File: config.mk
export PLATFORM = sky130hd
export DESIGN_NAME = bounded_list_table_engine_unit
export DESIGN_NICKNAME = d
export VERILOG_FILES = /design/src/rtl/blte_pkg.sv /design/src/rtl/blte_datapath.sv /design/src/rtl/blte_ctrl.sv /design/src/rtl/bounded_list_table_engine_unit.sv
export SDC_FILE = /design/constraint.sdc
export NUM_CORES = 1
export LEC_CHECK = 0
export BUFFER_PORTS_ARGS = -buffer_cell sky130_fd_sc_hd__buf_2
export CAP_MARGIN = 15
export CORE_MARGIN = 2
export CORE_UTILIZATION = 30
export CTS_CLUSTER_DIAMETER = 40
export DETAILED_ROUTE_END_ITERATION = 8
export GPL_ROUTABILITY_DRIVEN = 0
export PLACE_DENSITY = 0.51
export REMOVE_ABC_BUFFERS = 1
export SETUP_SLACK_MARGIN = 0.5
export SLEW_MARGIN = 10
export SYNTH_ARGS = -nofsm -noshare
export SYNTH_HDL_FRONTEND = slang
export SYNTH_SLANG_ARGS = --single-unit
File: constraint.sdc
create_clock -name clock -period 16.1 [get_ports clock]
set_input_delay 0 -clock clock [delete_from_list [all_inputs] [get_ports clock]]
set_output_delay 0 -clock clock [all_outputs]
set_load 0.05 [all_outputs]
File: src/rtl/blte_pkg.sv
package blte_pkg;

   typedef struct packed {
      logic [2:0]         func;
      logic signed [31:0] value;
   } req_type;

   typedef struct packed {
      logic signed [31:0] item_value;
      logic [4:0]         repeat_count;
      logic [2:0]         status;
      logic               last;
   } rsp_type;

   localparam logic [2:0] FUNC_APPEND = 3'd0;
   localparam logic [2:0] FUNC_INSERT = 3'd1;
   localparam logic [2:0] FUNC_REMOVE = 3'd2;
   localparam logic [2:0] FUNC_DEDUP  = 3'd3;
   localparam logic [2:0] FUNC_REPORT = 3'd4;
   localparam logic [2:0] FUNC_DUMP   = 3'd5;

   localparam logic [2:0] ST_OK         = 3'd0;
   localparam logic [2:0] ST_NOT_FOUND  = 3'd1;
   localparam logic [2:0] ST_FULL       = 3'd2;
   localparam logic [2:0] ST_NO_REPEATS = 3'd3;
   localparam logic [2:0] ST_EMPTY      = 3'd4;

   localparam int MAX_RES = 16;

   typedef enum logic [3:0] {
      S_IDLE,
      S_DISPATCH,
      S_SEARCH,
      S_SHIFT_UP,
      S_SHIFT_DOWN,
      S_OUTER,
      S_INNER,
      S_REPORT_OUT,
      S_DUMP,
      S_DONE,
      S_WAIT
   } state_type;

   // controller to datapath
   typedef struct packed {
      logic load_req;
      logic set_i_zero;
      logic inc_i;
      logic set_j_next;
      logic inc_j;
      logic set_k_cnt;
      logic set_k_from_i;
      logic set_k_from_j;
      logic inc_k;
      logic dec_k;
      logic write_at_k;
      logic write_at_cnt;
      logic copy_k_from_prev;
      logic copy_k_from_next;
      logic cnt_inc;
      logic cnt_dec;
      logic clr_rep;
      logic inc_rep;
      logic hold_load;
      logic emit;
      logic emit_last;
      logic [2:0] emit_status;
      logic emit_value;
      logic emit_hold;
      logic inc_nres;
   } cmd_type;

   // datapath to controller
   typedef struct packed {
      logic [2:0] func;
      logic       empty;
      logic       full;
      logic       i_end;
      logic       i_last;
      logic       j_end;
      logic       k_gt_i;
      logic       k_last;
      logic       less_i;
      logic       eq_i;
      logic       eq_ij;
      logic       rep_pos;
      logic       res_full;
      logic       res_last;
      logic       nres_zero;
      logic       out_busy;
   } sts_type;

endpackage

File: src/rtl/blte_datapath.sv
module blte_datapath #(
   parameter int DEPTH = 16
) (
   input  logic               clock,
   input  logic               reset,
   input  blte_pkg::req_type  req_data,
   input  blte_pkg::cmd_type  cmd,
   output blte_pkg::sts_type  sts,
   output logic               rsp_valid,
   input  logic               rsp_ready,
   output blte_pkg::rsp_type  rsp_data
);
   import blte_pkg::*;

   localparam int IW = $clog2(DEPTH + 1);
   localparam int AW = $clog2(DEPTH);
   localparam int NW = $clog2(MAX_RES + 1);

   logic signed [31:0] mem [DEPTH];

   req_type         req_ff;
   logic [IW-1:0]   cnt_ff, cnt_in;
   logic [IW-1:0]   i_ff, i_in;
   logic [IW-1:0]   j_ff, j_in;
   logic [IW-1:0]   k_ff, k_in;
   logic [5:0]      rep_ff, rep_in;
   logic [NW-1:0]   nres_ff, nres_in;
   logic signed [31:0] hval_ff, hval_in;
   logic [4:0]      hrep_ff, hrep_in;
   logic            ov_ff, ov_in;
   rsp_type         out_ff, out_in;

   logic signed [31:0] ent_i, ent_j, ent_kp, ent_kn;
   logic [AW-1:0]      ai, aj, ak, akp, akn, acnt;

   // register-array list: reads are at counter positions, small depth
   assign ai   = i_ff[AW-1:0];
   assign aj   = j_ff[AW-1:0];
   assign ak   = k_ff[AW-1:0];
   assign akp  = AW'(k_ff - IW'(1));
   assign akn  = AW'(k_ff + IW'(1));
   assign acnt = cnt_ff[AW-1:0];
   assign ent_i  = mem[ai];
   assign ent_j  = mem[aj];
   assign ent_kp = mem[akp];
   assign ent_kn = mem[akn];

   // k is the write pointer of the shifts
   always_ff @(posedge clock) begin
      if (cmd.write_at_cnt) begin
         mem[acnt] <= req_ff.value;
      end else if (cmd.write_at_k) begin
         mem[ak] <= req_ff.value;
      end else if (cmd.copy_k_from_prev) begin
         mem[ak] <= ent_kp;
      end else if (cmd.copy_k_from_next) begin
         mem[ak] <= ent_kn;
      end
   end

   always_comb begin
      i_in = i_ff;
      if (cmd.set_i_zero)        i_in = '0;
      else if (cmd.inc_i)        i_in = i_ff + IW'(1);
      j_in = j_ff;
      if (cmd.set_j_next)        j_in = i_ff + IW'(1);
      else if (cmd.inc_j)        j_in = j_ff + IW'(1);
      k_in = k_ff;
      if (cmd.set_k_cnt)         k_in = cnt_ff;
      else if (cmd.set_k_from_i) k_in = i_ff;
      else if (cmd.set_k_from_j) k_in = j_ff;
      else if (cmd.inc_k)        k_in = k_ff + IW'(1);
      else if (cmd.dec_k)        k_in = k_ff - IW'(1);
      cnt_in = cnt_ff;
      if (cmd.cnt_inc)           cnt_in = cnt_ff + IW'(1);
      else if (cmd.cnt_dec)      cnt_in = cnt_ff - IW'(1);
      rep_in = rep_ff;
      if (cmd.clr_rep)           rep_in = 6'd1;
      else if (cmd.inc_rep && rep_ff != 6'd63) rep_in = rep_ff + 6'd1;
      nres_in = nres_ff;
      if (cmd.load_req)          nres_in = '0;
      else if (cmd.inc_nres)     nres_in = nres_ff + NW'(1);
      // report result held back until it is known whether it is the final one
      hval_in = hval_ff;
      hrep_in = hrep_ff;
      if (cmd.hold_load) begin
         hval_in = ent_i;
         hrep_in = (rep_ff > 6'd31) ? 5'd31 : rep_ff[4:0];
      end
   end

   always_ff @(posedge clock) begin
      if (cmd.load_req) req_ff <= req_data;
      i_ff    <= i_in;
      j_ff    <= j_in;
      k_ff    <= k_in;
      rep_ff  <= rep_in;
      hval_ff <= hval_in;
      hrep_ff <= hrep_in;
      if (reset) begin
         cnt_ff  <= '0;
         nres_ff <= '0;
      end else begin
         cnt_ff  <= cnt_in;
         nres_ff <= nres_in;
      end
   end

   // output register
   always_comb begin
      ov_in  = ov_ff;
      out_in = out_ff;
      if (ov_ff && rsp_ready) ov_in = 1'b0;
      if (cmd.emit) begin
         ov_in = 1'b1;
         out_in.item_value   = cmd.emit_hold ? hval_ff :
                               (cmd.emit_value ? ent_i : 32'sd0);
         out_in.repeat_count = cmd.emit_hold ? hrep_ff : 5'd0;
         out_in.status       = cmd.emit_status;
         out_in.last         = cmd.emit_last;
      end
   end

   always_ff @(posedge clock) begin
      if (reset) ov_ff <= 1'b0;
      else       ov_ff <= ov_in;
      out_ff <= out_in;
   end

   assign rsp_valid = ov_ff;
   assign rsp_data  = out_ff;

   assign sts.func      = req_ff.func;
   assign sts.empty     = (cnt_ff == '0);
   assign sts.full      = (cnt_ff >= IW'(DEPTH));
   assign sts.i_end     = (i_ff >= cnt_ff);
   assign sts.i_last    = ((i_ff + IW'(1)) >= cnt_ff);
   assign sts.j_end     = (j_ff >= cnt_ff);
   assign sts.k_gt_i    = (k_ff > i_ff);
   assign sts.k_last    = ((k_ff + IW'(1)) >= cnt_ff);
   assign sts.less_i    = (ent_i < req_ff.value);
   assign sts.eq_i      = (ent_i == req_ff.value);
   assign sts.eq_ij     = (ent_i == ent_j);
   assign sts.rep_pos   = (rep_ff > 6'd1);
   assign sts.res_full  = (nres_ff >= NW'(MAX_RES));
   assign sts.res_last  = ((nres_ff + NW'(1)) >= NW'(MAX_RES));
   assign sts.nres_zero = (nres_ff == '0);
   assign sts.out_busy  = ov_ff && !rsp_ready;

endmodule

File: src/rtl/blte_ctrl.sv
module blte_ctrl (
   input  logic              clock,
   input  logic              reset,
   input  logic              req_valid,
   output logic              req_ready,
   input  blte_pkg::sts_type sts,
   output blte_pkg::cmd_type cmd
);
   import blte_pkg::*;

   state_type state_ff, state_in;
   // set when the shift belongs to a dedup pass and returns to the inner loop
   logic      ret_ff, ret_in;

   always_ff @(posedge clock) begin
      if (reset) begin
         state_ff <= S_IDLE;
         ret_ff   <= 1'b0;
      end else begin
         state_ff <= state_in;
         ret_ff   <= ret_in;
      end
   end

   // next state
   always_comb begin
      state_in = state_ff;
      ret_in   = ret_ff;
      unique case (state_ff)
         S_IDLE: if (req_valid) state_in = S_DISPATCH;
         S_DISPATCH: begin
            if (!sts.out_busy) begin
               unique case (sts.func)
                  FUNC_APPEND: state_in = S_WAIT;
                  FUNC_INSERT: state_in = sts.full ? S_WAIT : S_SEARCH;
                  FUNC_REMOVE: state_in = sts.empty ? S_WAIT : S_SEARCH;
                  FUNC_DEDUP:  state_in = S_OUTER;
                  FUNC_REPORT: state_in = S_OUTER;
                  FUNC_DUMP:   state_in = sts.empty ? S_WAIT : S_DUMP;
                  default:     state_in = S_WAIT;
               endcase
            end
         end
         S_SEARCH: begin
            if (sts.func == FUNC_INSERT) begin
               if (sts.i_end || !sts.less_i) state_in = S_SHIFT_UP;
            end else if (sts.i_end) begin
               state_in = S_DONE;
            end else if (sts.eq_i) begin
               ret_in   = 1'b0;
               state_in = S_SHIFT_DOWN;
            end
         end
         S_SHIFT_UP: if (!sts.k_gt_i) state_in = S_DONE;
         S_SHIFT_DOWN: begin
            if (sts.k_last) begin
               if (ret_ff) state_in = S_INNER;
               else if (!sts.out_busy) state_in = S_WAIT;
            end
         end
         S_OUTER: begin
            if (sts.i_end || (sts.func == FUNC_REPORT && sts.res_full)) state_in = S_DONE;
            else state_in = S_INNER;
         end
         S_INNER: begin
            if (sts.j_end) begin
               state_in = (sts.func == FUNC_REPORT) ? S_REPORT_OUT : S_OUTER;
            end else if (sts.eq_ij && sts.func == FUNC_DEDUP) begin
               ret_in   = 1'b1;
               state_in = S_SHIFT_DOWN;
            end
         end
         S_REPORT_OUT: begin
            if (!(sts.rep_pos && !sts.nres_zero && sts.out_busy)) state_in = S_OUTER;
         end
         S_DUMP: if (!sts.out_busy && (sts.i_end || sts.res_full)) state_in = S_WAIT;
         S_DONE: if (!sts.out_busy) state_in = S_WAIT;
         S_WAIT: state_in = S_IDLE;
         default: state_in = S_IDLE;
      endcase
   end

   // outputs
   always_comb begin
      cmd       = '0;
      req_ready = (state_ff == S_IDLE);
      unique case (state_ff)
         S_IDLE: if (req_valid) cmd.load_req = 1'b1;
         S_DISPATCH: begin
            if (!sts.out_busy) begin
               cmd.set_i_zero = 1'b1;
               unique case (sts.func)
                  FUNC_APPEND: begin
                     cmd.emit = 1'b1;
                     cmd.emit_last = 1'b1;
                     if (sts.full) begin
                        cmd.emit_status = ST_FULL;
                     end else begin
                        cmd.emit_status = ST_OK;
                        cmd.write_at_cnt = 1'b1;
                        cmd.cnt_inc = 1'b1;
                     end
                  end
                  FUNC_INSERT: if (sts.full) begin
                     cmd.emit = 1'b1; cmd.emit_last = 1'b1; cmd.emit_status = ST_FULL;
                  end
                  FUNC_REMOVE: if (sts.empty) begin
                     cmd.emit = 1'b1; cmd.emit_last = 1'b1; cmd.emit_status = ST_EMPTY;
                  end
                  FUNC_DEDUP, FUNC_REPORT: ;
                  FUNC_DUMP: if (sts.empty) begin
                     cmd.emit = 1'b1; cmd.emit_last = 1'b1; cmd.emit_status = ST_EMPTY;
                  end
                  default: begin
                     cmd.emit = 1'b1; cmd.emit_last = 1'b1; cmd.emit_status = ST_OK;
                  end
               endcase
            end
         end
         S_SEARCH: begin
            if (sts.func == FUNC_INSERT) begin
               if (sts.i_end || !sts.less_i) cmd.set_k_cnt = 1'b1;
               else cmd.inc_i = 1'b1;
            end else if (!sts.i_end) begin
               if (sts.eq_i) begin
                  cmd.set_k_from_i = 1'b1;
               end else begin
                  cmd.inc_i = 1'b1;
               end
            end
         end
         S_SHIFT_UP: begin
            // i holds the insert position, k walks down from the tail
            if (sts.k_gt_i) begin
               cmd.copy_k_from_prev = 1'b1;
               cmd.dec_k = 1'b1;
            end else begin
               cmd.write_at_k = 1'b1;
               cmd.cnt_inc = 1'b1;
            end
         end
         S_SHIFT_DOWN: begin
            // k walks up from the removed slot
            if (!sts.k_last) begin
               cmd.copy_k_from_next = 1'b1;
               cmd.inc_k = 1'b1;
            end else if (ret_ff) begin
               cmd.cnt_dec = 1'b1;
            end else if (!sts.out_busy) begin
               cmd.cnt_dec = 1'b1;
               cmd.emit = 1'b1;
               cmd.emit_last = 1'b1;
               cmd.emit_status = ST_OK;
            end
         end
         S_OUTER: if (!(sts.i_end || (sts.func == FUNC_REPORT && sts.res_full))) begin
            cmd.set_j_next = 1'b1;
            cmd.clr_rep = 1'b1;
         end
         S_INNER: begin
            if (!sts.j_end) begin
               if (sts.eq_ij && sts.func == FUNC_DEDUP) begin
                  // drop the duplicate at j, the scan resumes at the same j
                  cmd.set_k_from_j = 1'b1;
               end else begin
                  if (sts.eq_ij) cmd.inc_rep = 1'b1;
                  cmd.inc_j = 1'b1;
               end
            end else if (sts.func == FUNC_DEDUP) begin
               cmd.inc_i = 1'b1;
            end
         end
         S_REPORT_OUT: begin
            if (sts.rep_pos) begin
               if (sts.nres_zero) begin
                  cmd.hold_load = 1'b1;
                  cmd.inc_nres = 1'b1;
                  cmd.inc_i = 1'b1;
               end else if (!sts.out_busy) begin
                  // a newer result exists, so the held one is not the final one
                  cmd.emit = 1'b1;
                  cmd.emit_hold = 1'b1;
                  cmd.emit_status = ST_OK;
                  cmd.hold_load = 1'b1;
                  cmd.inc_nres = 1'b1;
                  cmd.inc_i = 1'b1;
               end
            end else begin
               cmd.inc_i = 1'b1;
            end
         end
         S_DUMP: if (!sts.out_busy && !(sts.i_end || sts.res_full)) begin
            cmd.emit = 1'b1;
            cmd.emit_value = 1'b1;
            cmd.emit_status = ST_OK;
            cmd.emit_last = sts.i_last || sts.res_last;
            cmd.inc_nres = 1'b1;
            cmd.inc_i = 1'b1;
         end
         S_DONE: if (!sts.out_busy) begin
            cmd.emit = 1'b1;
            cmd.emit_last = 1'b1;
            unique case (sts.func)
               FUNC_REMOVE: cmd.emit_status = ST_NOT_FOUND;
               FUNC_REPORT: cmd.emit_status = sts.nres_zero ? ST_NO_REPEATS : ST_OK;
               default:     cmd.emit_status = ST_OK;
            endcase
            if (sts.func == FUNC_REPORT && !sts.nres_zero) cmd.emit_hold = 1'b1;
         end
         default: ;
      endcase
   end

endmodule

File: src/rtl/bounded_list_table_engine_unit.sv
// channel | dir | handshake             | payload
// req     | in  | req_valid / req_ready | req_data (func, value)
// rsp     | out | rsp_valid / rsp_ready | rsp_data (item_value, repeat_count, status, last)
// one request at a time; the list walk covers one entry per cycle unless a stalled rsp
// holds it at an emit point (dedup walks all pairs)
// reset clears the entry count and the controller; the list storage is not cleared
// a stalled rsp holds the walk at the next emit point
module bounded_list_table_engine_unit #(
   parameter int DEPTH = 16
) (
   input  logic              clock,
   input  logic              reset,
   input  logic              req_valid,
   output logic              req_ready,
   input  blte_pkg::req_type req_data,
   output logic              rsp_valid,
   input  logic              rsp_ready,
   output blte_pkg::rsp_type rsp_data
);
   import blte_pkg::*;

   cmd_type cmd;
   sts_type sts;

   blte_ctrl u_ctrl (
      .clock, .reset, .req_valid, .req_ready, .sts, .cmd
   );

   blte_datapath #(.DEPTH(DEPTH)) u_dp (
      .clock, .reset, .req_data, .cmd, .sts, .rsp_valid, .rsp_ready, .rsp_data
   );

`ifndef SYNTH
   a_no_req_when_busy: assert property (@(posedge clock) disable iff (reset)
      rsp_valid && !rsp_ready |=> rsp_valid) else $error("rsp dropped");
   a_accept_only_idle: assert property (@(posedge clock) disable iff (reset)
      req_valid && req_ready |=> !req_ready) else $error("double accept");
   a_last_ends: assert property (@(posedge clock) disable iff (reset)
      rsp_valid && rsp_ready && !rsp_data.last |=> !req_ready)
      else $error("request ended without last");
`endif

endmodule

==> results_dict.tcl <==
set metrics [dict create \
    critPathLaunchType "flop" \
    synth_area_um2 40200 \
    maxCapViolCount 0 \
    drtPass1Iterations 6 \
    critPathCaptureType "flop" \
    finalCritPeriodShare_pct 40.0 \
    dr_wl_met2_um 66600 \
    violations "hold timing" \
    hold_path_end "u_dp.req_ff[30]" \
    numCtsBuffers 111 \
    r2r_end "u_dp.k_ff[3]" \
    yosysWarnings 0 \
    period_needed_ns 6.44 \
    worstHoldPathCells 2 \
    layout.nets 2644 \
    grt_pass1_vias 27590 \
    synthCells 2400 \
    cts_buffer_depth 3 \
    cts.sink_count 670 \
    drt-total-wl_um 147000 \
    postSynth.topFlopCell "edfxtp_1" \
    met3_length_um 15500 \
    skew_ns 0.0281 \
    setup_viol 0 \
    cts-root-buf "clkbuf_16" \
    initial_core_util_pct 30.2 \
    pin_count 82 \
    finalSetupTns_ns 0 \
    fmax_ghz 0.155 \
    hp-start "req_valid" \
    avgRoutedWirePerCell_um 33.3 \
    synth-edff-count 635 \
    tightest_slew_ns 1.29 \
    core_area_um2 133000 \
    rsz0062_at_grt "false" \
    drc_errors 0 \
    clkTransAtPathRegs_ns 0.06 \
    crit_fanout 64 \
    p_leak_nw 15.5 \
    cts_htree_levels 3 \
    dieArea_um2 137000 \
    post_cts_buffers 0 \
    rows 134 \
    vias 27535 \
    layout-drive-gt1-share_pct 36.3 \
    syn_avg_cell_area_um2 16.7 \
    maxUsedRoutingLayer "met5" \
    dp_hpwl_um 85800 \
    grt_max_degree 95 \
    grt_overflow 0 \
    drt_iter0_drc 4160 \
    cp.required_ns 16.64 \
    arrival_ns 6.99 \
    async_flop_share_pct 0 \
    met1_length_um 58100 \
    hold_path.class "primary input to flop" \
    slew_headroom_pct 12.0 \
    ys_ff_latch 670 \
    io_buffers 81 \
    powerDensity_nw_per_um2 153 \
    clkLatencyLatePin_ns 0.73 \
    cts_hold_buffers 71 \
    viasPerCell 6.26 \
    drtAntennaViolNets 0 \
    track_usage_pct 21.2 \
    cts_tree "done" \
    cpMaxStageDelayCell "nor3_1" \
    syn_to_final_growth_pct 17.8 \
    reg2reg_slack_ns 9.66 \
    grt_antenna_before_repair 4 \
    crit_path_cell_trace "buf_12, nor2b_2, buf_4, a221oi_1, o21ai_0, a21oi_1, ha_1, nand2_1, nor3_1, nand2_1, nor3_1, nand2_1, o21ai_1, nor2_1, mux2_2, nor2_1" \
    slowest_delay_ns 0.82 \
    worst_path_most_repeated_cell "nand2_1" \
    status "finished with violations" \
    grt_pass1_wl_um 209000 \
    slew_viol_final 0 \
    rr_worst_depth 16 \
    timing.hold.ws_ns -0.0108 \
    criticalPathCategory "flop to flop" \
    die_w_um 370 \
    cts_resized 0 \
    final-hold-violation-count 3 \
    synth.distinct_cells 69 \
    ir_drop_uv 96.0 \
    yosysSeqAreaShare_pct 49.2 \
    die_y_um 370 \
]
==> per-stage QoR <==
step | setup WS [ns] | std cells | total power [W] | instance area, µm² | util (%)
2_1_floorplan | -2.87 | 2203 | 0.00412 | 39200 | -
3_3_place_gp | 9.61 | 4119 | 0.00471 | 42700 | 32.1
6_report | 9.66 | 4402 | 0.00722 | 47300 | 35.5
3_5_place_dp | 9.62 | 4119 | 0.00473 | 42700 | 32.1
5_1_grt | 9.25 | 4401 | 0.00747 | 47300 | 35.5
4_1_cts | 9.60 | 4401 | 0.00724 | 47300 | 35.5
==> cells by family after synthesis <==
| family | share of synthesized area, % |
|---|---|
| buffers and inverters | 2.87 |
| AOI/OAI and AO/OA | 6.41 |
| DFF | 49.2 |
| xor gates and xnor gates | 1.33 |
| adders and majority gates | 2.20 |
| muxes | 33.8 |
| and+or+nand+nor | 4.11 |
==> worst max path at each step <==
stage,end,slack [ns],cells past startpoint,from
6_report,u_dp.k_ff[3],9.66,16,flop
5_1_grt,u_dp.k_ff[3],9.25,15,flop
4_1_cts,u_dp.mem[9][30],9.60,14,u_dp.k_ff[0]
3_5_place_dp,u_dp.mem[9][10],9.62,14,u_dp.k_ff[0]
3_3_place_gp,u_dp.mem[9][7],9.61,14,u_dp.k_ff[0]
2_1_floorplan,u_dp.mem[13][0],-2.87,11,u_dp.k_ff[0]
==> per-layer routing <==
layer | up-vias | track usage [%]
li1 | 10679 | -
met3 | 411 | 5.58
met1 | 14445 | 28.4
met5 | - | 0
met4 | 4 | 8.69
met2 | 1996 | 32.7
==> worst max-delay path, delay by kind of cell, from the launching register on <==
family | cells | cell delay, ns
buffers and inverters | 2 | 0.84
flip-flops | 1 | 0.78
AO/OA/AOI/OAI | 4 | 1.37
adder cells (fa/ha/maj) | 1 | 0.21
AND/OR/NAND/NOR | 8 | 2.65
multiplexers | 1 | 0.27
==> cells in the mapped netlist, types with 13 or more instances <==
library cell	n	area share, %
a31oi_1	15	0.23
buf_4	15	0.28
nor3_1	27	0.34
nor2_1	81	0.76
a221oi_1	51	1.1
buf_1	22	0.21
xnor2_1	26	0.57
a22o_1	33	0.72
xor2_1	35	0.76
a221o_1	43	1.1
a21oi_1	46	0.57
a22oi_1	15	0.28
o21ai_0	38	0.47
dfxtp_1	35	1.7
a21o_1	24	0.45
inv_1	58	0.54
buf_6	14	0.39
mux4_2	541	30
edfxtp_1	635	47
nand3_1	25	0.31
nand2_1	66	0.62
nand2b_1	13	0.20
mux2i_1	132	3.3
clkbuf_1	127	1.2
nor2b_1	22	0.34
buf_2	19	0.24
ha_1	69	2.2
and3_1	36	0.56
==> report_power, final <==
group	switching (W)	internal (W)
combinational	0.00147	0.000928
clock	0.000954	0.00154
sequential	0.000146	0.00218
total	0.00257	0.00464
==> flip-flops by register name, indices dropped and copies added, names as in the netlist, 4 cells and up, named ones only <==
signal           count
u_dp.mem           512
u_dp.j_ff            5
u_dp.req_ff         32
u_dp.rsp_data       41
u_dp.k_ff            5
u_dp.i_ff            5
u_dp.hval_ff        32
u_ctrl.state_ff      4
u_dp.nres_ff         5
u_dp.rep_ff          6
u_dp.hrep_ff         5
u_dp.cnt_ff          5
==> layout make-up <==
cell class	instances	area, µm²
Clock buffer	125	2890
Sequential cell	670	19800
Antenna cell	1	2.50
Tap cell	1768	2210
Clock inverter	86	1040
Multi-Input combinational cell	1472	19500
Inverter	61	236
Timing Repair Buffer	219	1660
Fill cell	12499	85800
==> cells in the final DEF, fill, tap and decap left out, types with 27 or more instances in the layout <==
cell type / instances
edfxtp_1: 635
xor2_1: 32
dfxtp_1: 28
a221oi_1: 51
buf_2: 81
nand2_1: 66
a22o_1: 33
ha_1: 68
inv_1: 58
mux4_2: 541
nor3_1: 27
mux2i_1: 131
o21ai_0: 37
and3_1: 36
nor2_1: 60
a21oi_1: 46
a221o_1: 43
buf_4: 64
clkbuf_16: 112
dlygate4sd3_1: 71
Power figures use the tool's default switching activity.
